$ cat src/bcr_delay.sv
// bcr_delay: stalling shift line, valid bits reset, payload not.
// Depends on nothing.
module bcr_delay #(
   parameter int WIDTH = 8,
   parameter int DEPTH = 1
) (
   input  logic             clock,
   input  logic             reset,
   input  logic             advance,
   input  logic             valid_in,
   input  logic [WIDTH-1:0] data_in,
   output logic             valid_out,
   output logic [WIDTH-1:0] data_out
);

   logic             valid_ff [DEPTH];
   logic [WIDTH-1:0] data_ff  [DEPTH];

   always_ff @(posedge clock) begin
      if (reset) begin
         for (int k = 0; k < DEPTH; k++) begin
            valid_ff[k] <= 1'b0;
         end
      end else if (advance) begin
         valid_ff[0] <= valid_in;
         for (int k = 1; k < DEPTH; k++) begin
            valid_ff[k] <= valid_ff[k-1];
         end
      end
   end

   always_ff @(posedge clock) begin
      if (advance) begin
         data_ff[0] <= data_in;
         for (int k = 1; k < DEPTH; k++) begin
            data_ff[k] <= data_ff[k-1];
         end
      end
   end

   assign valid_out = valid_ff[DEPTH-1];
   assign data_out  = data_ff[DEPTH-1];

endmodule

$ cat config.mk
export PLATFORM = sky130hd
export DESIGN_NAME = bcr_delay
export DESIGN_NICKNAME = d
export VERILOG_FILES = /design/src/bcr_delay.sv
export SDC_FILE = /design/constraint.sdc
export NUM_CORES = 1
export LEC_CHECK = 0
export BUFFER_PORTS_ARGS = -buffer_cell sky130_fd_sc_hd__buf_2
export CAP_MARGIN = 20
export CORE_AREA = 2 2 39 41
export DETAILED_ROUTE_END_ITERATION = 10
export DIE_AREA = 0 0 41 43
export PLACE_DENSITY = 0.6
export SLEW_MARGIN = 10
export SYNTH_ARGS = -nofsm -noshare
export SYNTH_HDL_FRONTEND = slang
export SYNTH_SLANG_ARGS = --single-unit
export TNS_END_PERCENT = 5
$ cat constraint.sdc
create_clock -name clock -period 0.8 [get_ports clock]
set_input_delay 0.04 -clock clock [delete_from_list [all_inputs] [get_ports clock]]
set_output_delay 0.04 -clock clock [all_outputs]
set_load 0.005 [all_outputs]
==> flow_metrics.env <==
export IMPL_max_slew_margin=0.9363
export IMPL_place_ws_ns=0.1701
export IMPL_grt_usage=0.07034
export IMPL_leakagePower_nw=0.2300
export IMPL_root_buffer="clkbuf_4"
export IMPL_port_buffers=20
export IMPL_start_util=0.2071
export IMPL_clk_path_buf_depth=2
export IMPL_synth_cell_types=3
export IMPL_dr_pass1_iters=2
export IMPL_path_max_fanout=1
export IMPL_drv_cap=0
export IMPL_die_area_um2=1763
export IMPL_grt_pass1_vias=199
export IMPL_grt_overflow=0
export IMPL_num_io_pins=21
export IMPL_drive_gt1_frac=0.5682
export IMPL_cp_data_required_time_ns=0.76
export IMPL_n_antenna_cell=0
export IMPL_rsz0062_at_grt="yes"
export IMPL_tightest_slew_ns=0.09558
export IMPL_h_tree_depth=1
export IMPL_grt_pass1_wl_um=745
export IMPL_worstHoldStart="advance"
export IMPL_fin_nets=57
export IMPL_fin_ws_ns=0.01625
export IMPL_finalCoreUtilization=0.3761
export IMPL_clk_pin_slew_ns=0.06
export IMPL_whs_ns=0.01975
export IMPL_die_h_um=43
export IMPL_avgRoutedWirePerCell_um=8.867
export IMPL_synthesis_area_um2=286.5
export IMPL_endpoint_kind="primary output"
export IMPL_ir_worst_vdd_v=0.0007851
export IMPL_ctsResizeCount=0
export IMPL_place_gp_congestion=0.5889
export IMPL_holdPathEnd="data_ff[0][6]"
export IMPL_slew_violations=0
export IMPL_routed_via_count=219
export IMPL_postRouteAntennaNets=0
export IMPL_setup_viol=0
export IMPL_power_density_nw_per_um2=1945
export IMPL_synthToLayoutAreaGrowth_pct=81.66
export IMPL_critPathSlowestCell="edfxtp_1"
export IMPL_startpoint_type="flip-flop"
export IMPL_hold_viol_final=0
export IMPL_cpLargestDelayFamily="flip-flops"
export IMPL_clock_sinks=9
export IMPL_rows=14
export IMPL_min_period_ns=0.7838
export IMPL_path_buf_inv=1
export IMPL_critical_path_max_stage_delay_ns=0.36
export IMPL_synth_seq_cells=9
export IMPL_path_class="reg2out"
export IMPL_post_cts_setup_buffers=0
export IMPL_max_freq_mhz=1276
export IMPL_syn_inst=11
export IMPL_syn_num_nets=23
export IMPL_finalCritPeriodShare=0.9797
export IMPL_status="completed"
export IMPL_hold_path_class="in2reg"
export IMPL_hold_depth=1
export IMPL_core_area_um2=1384
export IMPL_ys_seq_area_frac=0.9432
export IMPL_antenna_found_initial=0
export IMPL_cp_arrival_ns=0.74
export IMPL_viasPerCell=3.650
export IMPL_total_power_mw=1.012
export IMPL_yosysWarningCount=0
export IMPL_drtIter0Drc=2
export IMPL_tritoncts="built"
export IMPL_numCtsBuffers=3
export IMPL_grt_max_degree=8
export IMPL_drt_wl_total_um=532
export IMPL_setup_tns_ns=0
export IMPL_die_w_um=41
export IMPL_drc_errors=0
export IMPL_avgSynthCellArea_um2=26.05
export IMPL_crit_chain="buf_2"
[layout by cell type, fill, tap and decap left out]
cell,n
edfxtp_1,9
or2_1,1
buf_2,20
buf_4,1
and3b_2,1
clkbuf_1,1
dlygate4sd3_1,8
clkbuf_4,3
[cells in the mapped netlist (all sizes together)]
cell type  n  area [um2]
and3b      1       10.01
edfxtp     9       270.3
or2        1       6.260
[repair_timing]
action / 4_1_cts / 5_1_grt
hold buffers: 8 / 0
setup endpoints to repair: 0 / 9
endpoints found under the hold margin: 8 / 0
[power breakdown]
part | switching [mW] | internal [mW] | total [mW] | leakage, nW
registers | 0.00680 | 0.560 | 0.567 | 0.0890
clock network | 0.144 | 0.191 | 0.335 | 0.0150
logic | 0.0375 | 0.0726 | 0.110 | 0.126
total | 0.188 | 0.824 | 1.01 | 0.230
[kinds of logic after synthesis]
logic type | Yosys count | share of synthesized area
and+or+nand+nor | 2 | 0.05678
DFF | 9 | 0.9432
[area by class of cell]
cell class / count / area (um2)
clock buffer: 4 / 26.28
multi-input combinational: 2 / 16.27
timing repair buffer: 29 / 187.7
fill: 129 / 863.3
tap: 16 / 20.02
sequential: 9 / 270.3
[how the worst max path moves through the flow]
stage / start / to / slack, ns / cells after the start
after floorplan: advance / valid_ff[0] / 0.30 / 1
after global placement: advance / valid_ff[0] / 0.18 / 2
after detailed placement: advance / valid_ff[0] / 0.17 / 2
after CTS: valid_ff[0] / valid_out / 0.0009 / 1
after global routing: data_ff[0][5] / data_out[5] / -0.04 / 1
final: valid_ff[0] / valid_out / 0.02 / 1
[per-stage QoR]
| stage | instance area (um2) | std cells |
|---|---|---|
| floorplan | 286.5 | 11 |
| global placement | 414.1 | 48 |
| finish | 520.5 | 60 |
| global route | 520.5 | 60 |
| CTS | 520.5 | 60 |
| detailed placement | 414.1 | 48 |
[sequential cells by signal (all words and copies together), names as in the netlist]
| name | cells |
|---|---|
| valid_ff | 1 |
| data_ff | 8 |
[metal layers]
layer	vias to the layer above	GRT usage	part of all wire
li1	110	-	-
met1	91	0.06757	0.41
met2	18	0.09375	0.41
met3	0	0.05236	0.18
met4	0	0.06000	0
met5	-	0	0
Power figures use the tool's default switching activity.
