`src/bcr_pkg.sv`:
```
// bcr_pkg: shared types, widths and codes for the bilinear cell resampler.
// No dependencies; bcr_coord, bcr_blend, the top level, the checker and the testbench import it.
package bcr_pkg;

   localparam int MAX_SOURCE_DIM_DEF = 256;
   localparam int FRACTION_BITS_DEF  = 8;

   localparam int TEXEL_ADDR_W = 16;
   localparam int TEXEL_DEPTH  = 65536;
   localparam int RGBA_W       = 32;
   localparam int CELL_W       = 10;
   localparam int LOCAL_W      = 8;
   localparam int MASK_W       = 8;
   localparam int DIM_REG_W    = 9;
   localparam int OVERLAY_W    = 16;
   localparam int CSR_INDEX_W  = 3;
   localparam int CSR_DATA_W   = 10;
   localparam int BLEND_LAT    = 6;

   typedef enum logic {
      CMD_LOAD   = 1'b0,
      CMD_SAMPLE = 1'b1
   } cmd_type;

   typedef enum logic [CSR_INDEX_W-1:0] {
      CSR_SOURCE_WIDTH  = 3'd0,
      CSR_SOURCE_HEIGHT = 3'd1,
      CSR_CELL_SIZE     = 3'd2,
      CSR_GRID_MIN_X    = 3'd3,
      CSR_GRID_MAX_X    = 3'd4,
      CSR_GRID_MIN_Y    = 3'd5,
      CSR_GRID_MAX_Y    = 3'd6
   } csr_index_type;

   // payload travelling alongside the coordinate pipeline
   typedef struct packed {
      logic                    load;
      logic [TEXEL_ADDR_W-1:0] texel_index;
      logic [RGBA_W-1:0]       texel_rgba;
      logic [MASK_W-1:0]       land_mask;
      logic                    out_of_grid;
      logic [OVERLAY_W-1:0]    overlay_x;
      logic [OVERLAY_W-1:0]    overlay_y;
   } carry_type;

   // payload travelling alongside the blend pipeline
   typedef struct packed {
      logic                 out_of_grid;
      logic [OVERLAY_W-1:0] overlay_x;
      logic [OVERLAY_W-1:0] overlay_y;
   } tail_type;

   function automatic int dim_width(input int max_dim);
      return $clog2(max_dim + 1);
   endfunction

   function automatic int index_width(input int max_dim);
      return $clog2(max_dim);
   endfunction

   // dividend width of the coordinate divider, one quotient bit per stage
   function automatic int quot_width(input int max_dim, input int frac);
      return LOCAL_W + 1 + dim_width(max_dim) + frac + 2;
   endfunction

   function automatic int coord_latency(input int max_dim, input int frac);
      return quot_width(max_dim, frac) + 3;
   endfunction

endpackage

```
`src/bcr_coord.sv`:
```
// bcr_coord: fixed-point source coordinate for one axis, pipelined divider.
// Depends on bcr_pkg.
module bcr_coord import bcr_pkg::*; #(
   parameter int MAX_SOURCE_DIM = MAX_SOURCE_DIM_DEF,
   parameter int FRACTION_BITS  = FRACTION_BITS_DEF,
   localparam int DIM_W = dim_width(MAX_SOURCE_DIM),
   localparam int IDX_W = index_width(MAX_SOURCE_DIM)
) (
   input  logic                     clock,
   input  logic                     advance,
   input  logic [LOCAL_W-1:0]       coord,
   input  logic [DIM_W-1:0]         dim,
   input  logic [DIM_REG_W-1:0]     cell_side,
   output logic [IDX_W-1:0]         idx0,
   output logic [IDX_W-1:0]         idx1,
   output logic [FRACTION_BITS-1:0] frac
);

   localparam int A_W = LOCAL_W + 1 + DIM_W;
   localparam int N_W = quot_width(MAX_SOURCE_DIM, FRACTION_BITS);
   localparam int D_W = DIM_REG_W + 2;
   localparam int S_W = IDX_W + FRACTION_BITS;

   logic [A_W-1:0] a_ff;
   logic [N_W-1:0] num_in;
   logic [D_W-1:0] divisor;
   logic [N_W-1:0] n_ff   [N_W];
   logic [D_W-1:0] rem_ff [1:N_W-1];
   logic [N_W-1:0] q_ff   [1:N_W];

   // (2d+1)*dim
   always_ff @(posedge clock) begin
      if (advance) begin
         a_ff <= A_W'({coord, 1'b1}) * A_W'(dim);
      end
   end

   // dividend (num << F+1) + 2cs, divisor 4cs; quotient rounds half up
   always_comb begin
      if (a_ff > A_W'(cell_side)) begin
         num_in = ((N_W'(a_ff) - N_W'(cell_side)) << (FRACTION_BITS + 1))
                + (N_W'(cell_side) << 1);
      end else begin
         num_in = '0;
      end
   end

   assign divisor = {cell_side, 2'b00};

   always_ff @(posedge clock) begin
      if (advance) begin
         n_ff[0] <= num_in;
      end
   end

   // restoring division, one quotient bit per stage
   for (genvar k = 0; k < N_W; k++) begin : g_div
      logic [D_W-1:0] rem_cur;
      logic [N_W-1:0] q_cur;
      logic [D_W:0]   trial;
      logic           ge;

      if (k == 0) begin : g_first
         assign rem_cur = '0;
         assign q_cur   = '0;
      end else begin : g_next
         assign rem_cur = rem_ff[k];
         assign q_cur   = q_ff[k];
      end

      assign trial = {rem_cur, n_ff[k][N_W-1]};
      assign ge    = trial >= {1'b0, divisor};

      always_ff @(posedge clock) begin
         if (advance) begin
            q_ff[k+1] <= {q_cur[N_W-2:0], ge};
         end
      end

      if (k < N_W - 1) begin : g_carry
         always_ff @(posedge clock) begin
            if (advance) begin
               rem_ff[k+1] <= ge ? D_W'(trial - {1'b0, divisor}) : D_W'(trial);
               n_ff[k+1]   <= n_ff[k] << 1;
            end
         end
      end
   end

   logic [IDX_W-1:0]         last_idx;
   logic [S_W-1:0]           lim;
   logic [S_W-1:0]           s_in;
   logic [IDX_W-1:0]         i0_in;
   logic [IDX_W-1:0]         i1_in;
   logic [IDX_W-1:0]         idx0_ff;
   logic [IDX_W-1:0]         idx1_ff;
   logic [FRACTION_BITS-1:0] frac_ff;

   assign last_idx = IDX_W'(dim - DIM_W'(1));
   assign lim      = {last_idx, {FRACTION_BITS{1'b0}}};
   assign s_in     = (q_ff[N_W] > N_W'(lim)) ? lim : S_W'(q_ff[N_W]);
   assign i0_in    = s_in[S_W-1:FRACTION_BITS];
   assign i1_in    = (i0_in == last_idx) ? i0_in : i0_in + IDX_W'(1);

   always_ff @(posedge clock) begin
      if (advance) begin
         idx0_ff <= i0_in;
         idx1_ff <= i1_in;
         frac_ff <= s_in[FRACTION_BITS-1:0];
      end
   end

   assign idx0 = idx0_ff;
   assign idx1 = idx1_ff;
   assign frac = frac_ff;

endmodule

```
`config.mk`:
```
export PLATFORM = sky130hd
export DESIGN_NAME = bcr_coord
export DESIGN_NICKNAME = d
export VERILOG_FILES = /design/src/bcr_pkg.sv /design/src/bcr_coord.sv
export SDC_FILE = /design/constraint.sdc
export NUM_CORES = 2
export LEC_CHECK = 0
export BUFFER_PORTS_ARGS = -buffer_cell sky130_fd_sc_hd__clkbuf_2
export CORE_ASPECT_RATIO = 2
export CORE_MARGIN = 3
export CORE_UTILIZATION = 60
export DETAILED_ROUTE_END_ITERATION = 10
export PLACE_DENSITY = 0.85
export SLEW_MARGIN = 25
export SYNTH_ARGS = -nofsm -noshare
export SYNTH_HDL_FRONTEND = slang
export SYNTH_SLANG_ARGS = --single-unit
```
`constraint.sdc`:
```
create_clock -name clock -period 12.9 [get_ports clock]
set_clock_uncertainty 0.1 [all_clocks]
set_input_delay 0 -clock clock [delete_from_list [all_inputs] [get_ports clock]]
set_output_delay 0 -clock clock [all_outputs]
set_load 0.005 [all_outputs]
```
==> impl_metrics.tcl <==
set metrics [dict create \
    yosysWarnings 0 \
    final_core_util_pct 67.20 \
    synth_nets 3668 \
    worstPathRequired_ns 13.24 \
    r2r-start "a_ff[0]" \
    power_leakage_nw 21.20 \
    postSynthAreaPerCell_sq_um 15.48 \
    worstHoldStart "cell_side[7]" \
    hold_path.class "in -> reg" \
    power.density_mw_per_mm2 212.2 \
    core_area_sq_mm 0.08296 \
    grt_max_degree 173 \
    syn_area_sq_mm 0.05048 \
    clk_pin_slew_worst_paths_ns 0.07 \
    reg2reg_to "n_ff[0][19]" \
    cts_setup_buffers 0 \
    vias_per_cell 5.942 \
    reg2regPathDepth 12 \
    layout-drive-gt1-share_pct 12.35 \
    hold-worst-slack_ns 0.04340 \
    clkSinkCount 1122 \
    ant_nets 0 \
    cpMaxStageDelayCell "fa_1" \
    tns_ns 0 \
    num_rows 149 \
    async_flop_share_pct 0 \
    endpoint_kind "register" \
    r2r_setup_slack_ns 8.83 \
    hold_path_end "n_ff[0][8]" \
    finalHoldViolations 0 \
    max-cap-violations 0 \
    slowest_delay_ns 0.60 \
    setup_violations 0 \
    synth_xor_area_share_pct 3.143 \
    fmax_mhz 217.1 \
    fin_nets 3831 \
    grt-ovfl-total 0 \
    drt-initial-drc-count 1956 \
    synthSimpleGateAreaFrac_pct 6.910 \
    ys_seq_elements 1122 \
    ys_types 76 \
    instances_no_fill 4563 \
    cts_root_buffer "clkbuf_16" \
    num_vias 27110 \
    finalWirelength_um 98470 \
    synth_top_area_share_pct 66.74 \
    hpwl_um 63350 \
    cp_top_family "adder cells" \
    cp_common_cell "fa_1" \
    start_kind "primary input" \
    io_pins 52 \
    ys_seq_area_share_pct 66.74 \
    syn_inst 3262 \
    path_max_fanout 17 \
    synth_edf_count 1122 \
    relSlewSlack_pct 30.58 \
    synthFlopType "edfxtp_1" \
    rsz0062_at_grt "false" \
    grt_pass1_wl_um 154300 \
    grt.total_usage_pct 22.94 \
    ir_drop_v 0.0001651 \
    path_cells "dlygate4sd3_1 > clkbuf_2 > and2_1 > fa_1 > fa_1 > inv_1 > fa_1 > fa_1 > inv_1 > ha_1 > inv_1 > o21ai_0 > nand3_1 > and3_1 > o31ai_1 > a21oi_1 > xnor2_1" \
    start_util_pct 60.85 \
    period_minus_slack_ns 4.607 \
    synth.area.top_cells "edfxtp_1 (67%), ha_1 (7.5%), mux2_2 (3.3%)" \
    cts_made_buffers 96 \
    die_y_um 416.2 \
    htree_levels 3 \
    cts_tree "yes" \
    antenna_found_initial 0 \
    synthAdderAreaFrac_pct 10.54 \
    synth_top_family_by_area "adder cells" \
    grt_pass1_vias 29150 \
    synthToLayoutAreaGrowth_pct 10.43 \
    power_mw 11.83 \
    clock_latency_ns 0.70 \
    num-fill-cells 5279 \
    timing.final.crit_share_pct 35.71 \
    yosys.area.top_type "edfxtp_1" \
    worstPathArrival_ns 4.95 \
    portBuffers 51 \
    worstMarginPinSlew_ns 1.039 \
    finalWeightedCongestion 0.8911 \
    status "complete, no violations" \
    muxShareOfSynthArea_pct 4.687 \
    drc 0 \
    hold_depth 4 \
    die_area_sq_mm 0.08787 \
    synth_compound_area_share_pct 6.030 \
    critPathKind "in -> reg" \
    drv_slew 0 \
    critical_path_buf_inv_count 5 \
    die_x_um 211.1 \
    drt-wirelength-per-cell_um 21.58 \
    firstDrtPassIters 5 \
    dp.cells 4366 \
    antennaDiodeCount 0 \
    cts.path.max_buffers 3 \
]
-- final cells by class --
type                    count  area (sq um)  area share [%]
well taps                1057          1323           2.372
inverters                 232         870.8           1.562
repair buffers             94         649.4           1.165
flip-flops and latches   1122         33690           60.43
clock buffers             109          2451           4.397
clock inverters            70         932.1           1.672
multi-input cells        1879         15830           28.40
-- synth_stat cells (27+ instances only) --
master / n
a31oi_1: 27
nor4_1: 29
ha_1: 301
xnor2_1: 113
a21boi_0: 31
nand4_1: 45
nor3_1: 33
o21ai_0: 59
and2_1: 62
edfxtp_1: 1122
o21ai_1: 52
mux2_2: 147
a21oi_1: 50
nor2b_1: 58
nor2_1: 159
inv_1: 232
nand2b_1: 47
fa_1: 77
xor2_1: 63
mux2i_1: 68
o21a_1: 36
a21o_1: 78
nand2_1: 152
-- report_power, final --
part	total, mW	switching, mW	internal (mW)
combinational	3.52	1.91	1.61
sequential	5.21	0.319	4.89
clock	3.10	1.33	1.77
-- worst max path at each step --
stage	start	end	depth (start not counted)
after floorplan	dim[0]	a_ff[17]	18
after global placement	cell_side[1]	n_ff[0][19]	13
after detailed placement	cell_side[1]	n_ff[0][19]	13
after CTS	dim[5]	a_ff[17]	17
after global routing	dim[5]	a_ff[17]	17
final	dim[5]	a_ff[17]	17
-- worst register-to-register path: stages (launching register included) --
cell and delay (ns):
edfxtp_1 0.48, inv_1 0.11, ha_1 0.19, inv_1 0.06
fa_1 0.41, a211oi_1 0.56, nor2_1 0.13, xor2_1 0.28
nand4_1 0.27, a2111oi_2 0.49, o21ai_1 0.16, o32ai_2 0.26
mux2_4 0.33
-- kinds of logic (layout without fill, tap and decap cells) --
| family | count (synthesis) | in the layout |
|---|---|---|
| DFF | 1122 | 1122 |
| and+or+nand+nor | 674 | 674 |
| AOI/OAI and AO/OA | 431 | 431 |
| adders and majority gates | 379 | 379 |
| buffers and inverters | 261 | 505 |
| muxes | 217 | 217 |
| xor gates and xnor gates | 178 | 178 |
-- flip-flops by register name, indices dropped and copies added (netlist names) --
signal and cells:
rem_ff 296, n_ff 378, idx0 8, idx1 8, q_ff 406, frac 8
a_ff 18
-- placed cells by master (no fill, tap or decap), types with 27 or more instances in the layout --
| cell type | n |
|---|---|
| o21ai_0 | 59 |
| a21boi_0 | 31 |
| o21a_1 | 36 |
| nor2_1 | 159 |
| and2_1 | 62 |
| edfxtp_1 | 1122 |
| xor2_1 | 63 |
| xnor2_1 | 113 |
| a21o_1 | 78 |
| nand2_1 | 152 |
| nand4_1 | 45 |
| inv_1 | 232 |
| clkbuf_2 | 50 |
| nor4_1 | 28 |
| ha_1 | 301 |
| fa_1 | 77 |
| clkbuf_16 | 96 |
| mux2i_1 | 68 |
| o21ai_1 | 52 |
| a31oi_1 | 27 |
| nor3_1 | 33 |
| nand2b_1 | 47 |
| nor2b_1 | 58 |
| a21oi_1 | 50 |
| mux2_2 | 147 |
-- per-layer routing --
layer / wire length, um / vias up / share of wire, % / global-route usage [%]
met3: 4059 / 343 / 4.1 / 3.383
met5: 0 / - / 0 / 0
met4: 7197 / 0 / 7.3 / 15.18
met1: 33390 / 13460 / 34 / 24.02
met2: 53820 / 754 / 55 / 42.20
li1: - / 12550 / - / -
-- per-stage QoR --
stage | setup WS [ns] | cell area (sq um)
4_1_cts | 8.492 | 55740
3_3_place_gp | 8.072 | 52160
5_1_grt | 8.151 | 55750
6_report | 8.293 | 55750
3_5_place_dp | 7.961 | 52170
2_1_floorplan | 8.606 | 50480
-- repair_timing --
| item | CTS | global route |
|---|---|---|
| gates resized for setup | 0 | 0 |
| hold buffers | 18 | 0 |
| endpoints found under the hold margin | 154 | 0 |
Note: power is estimated with default switching activity, not from simulation.
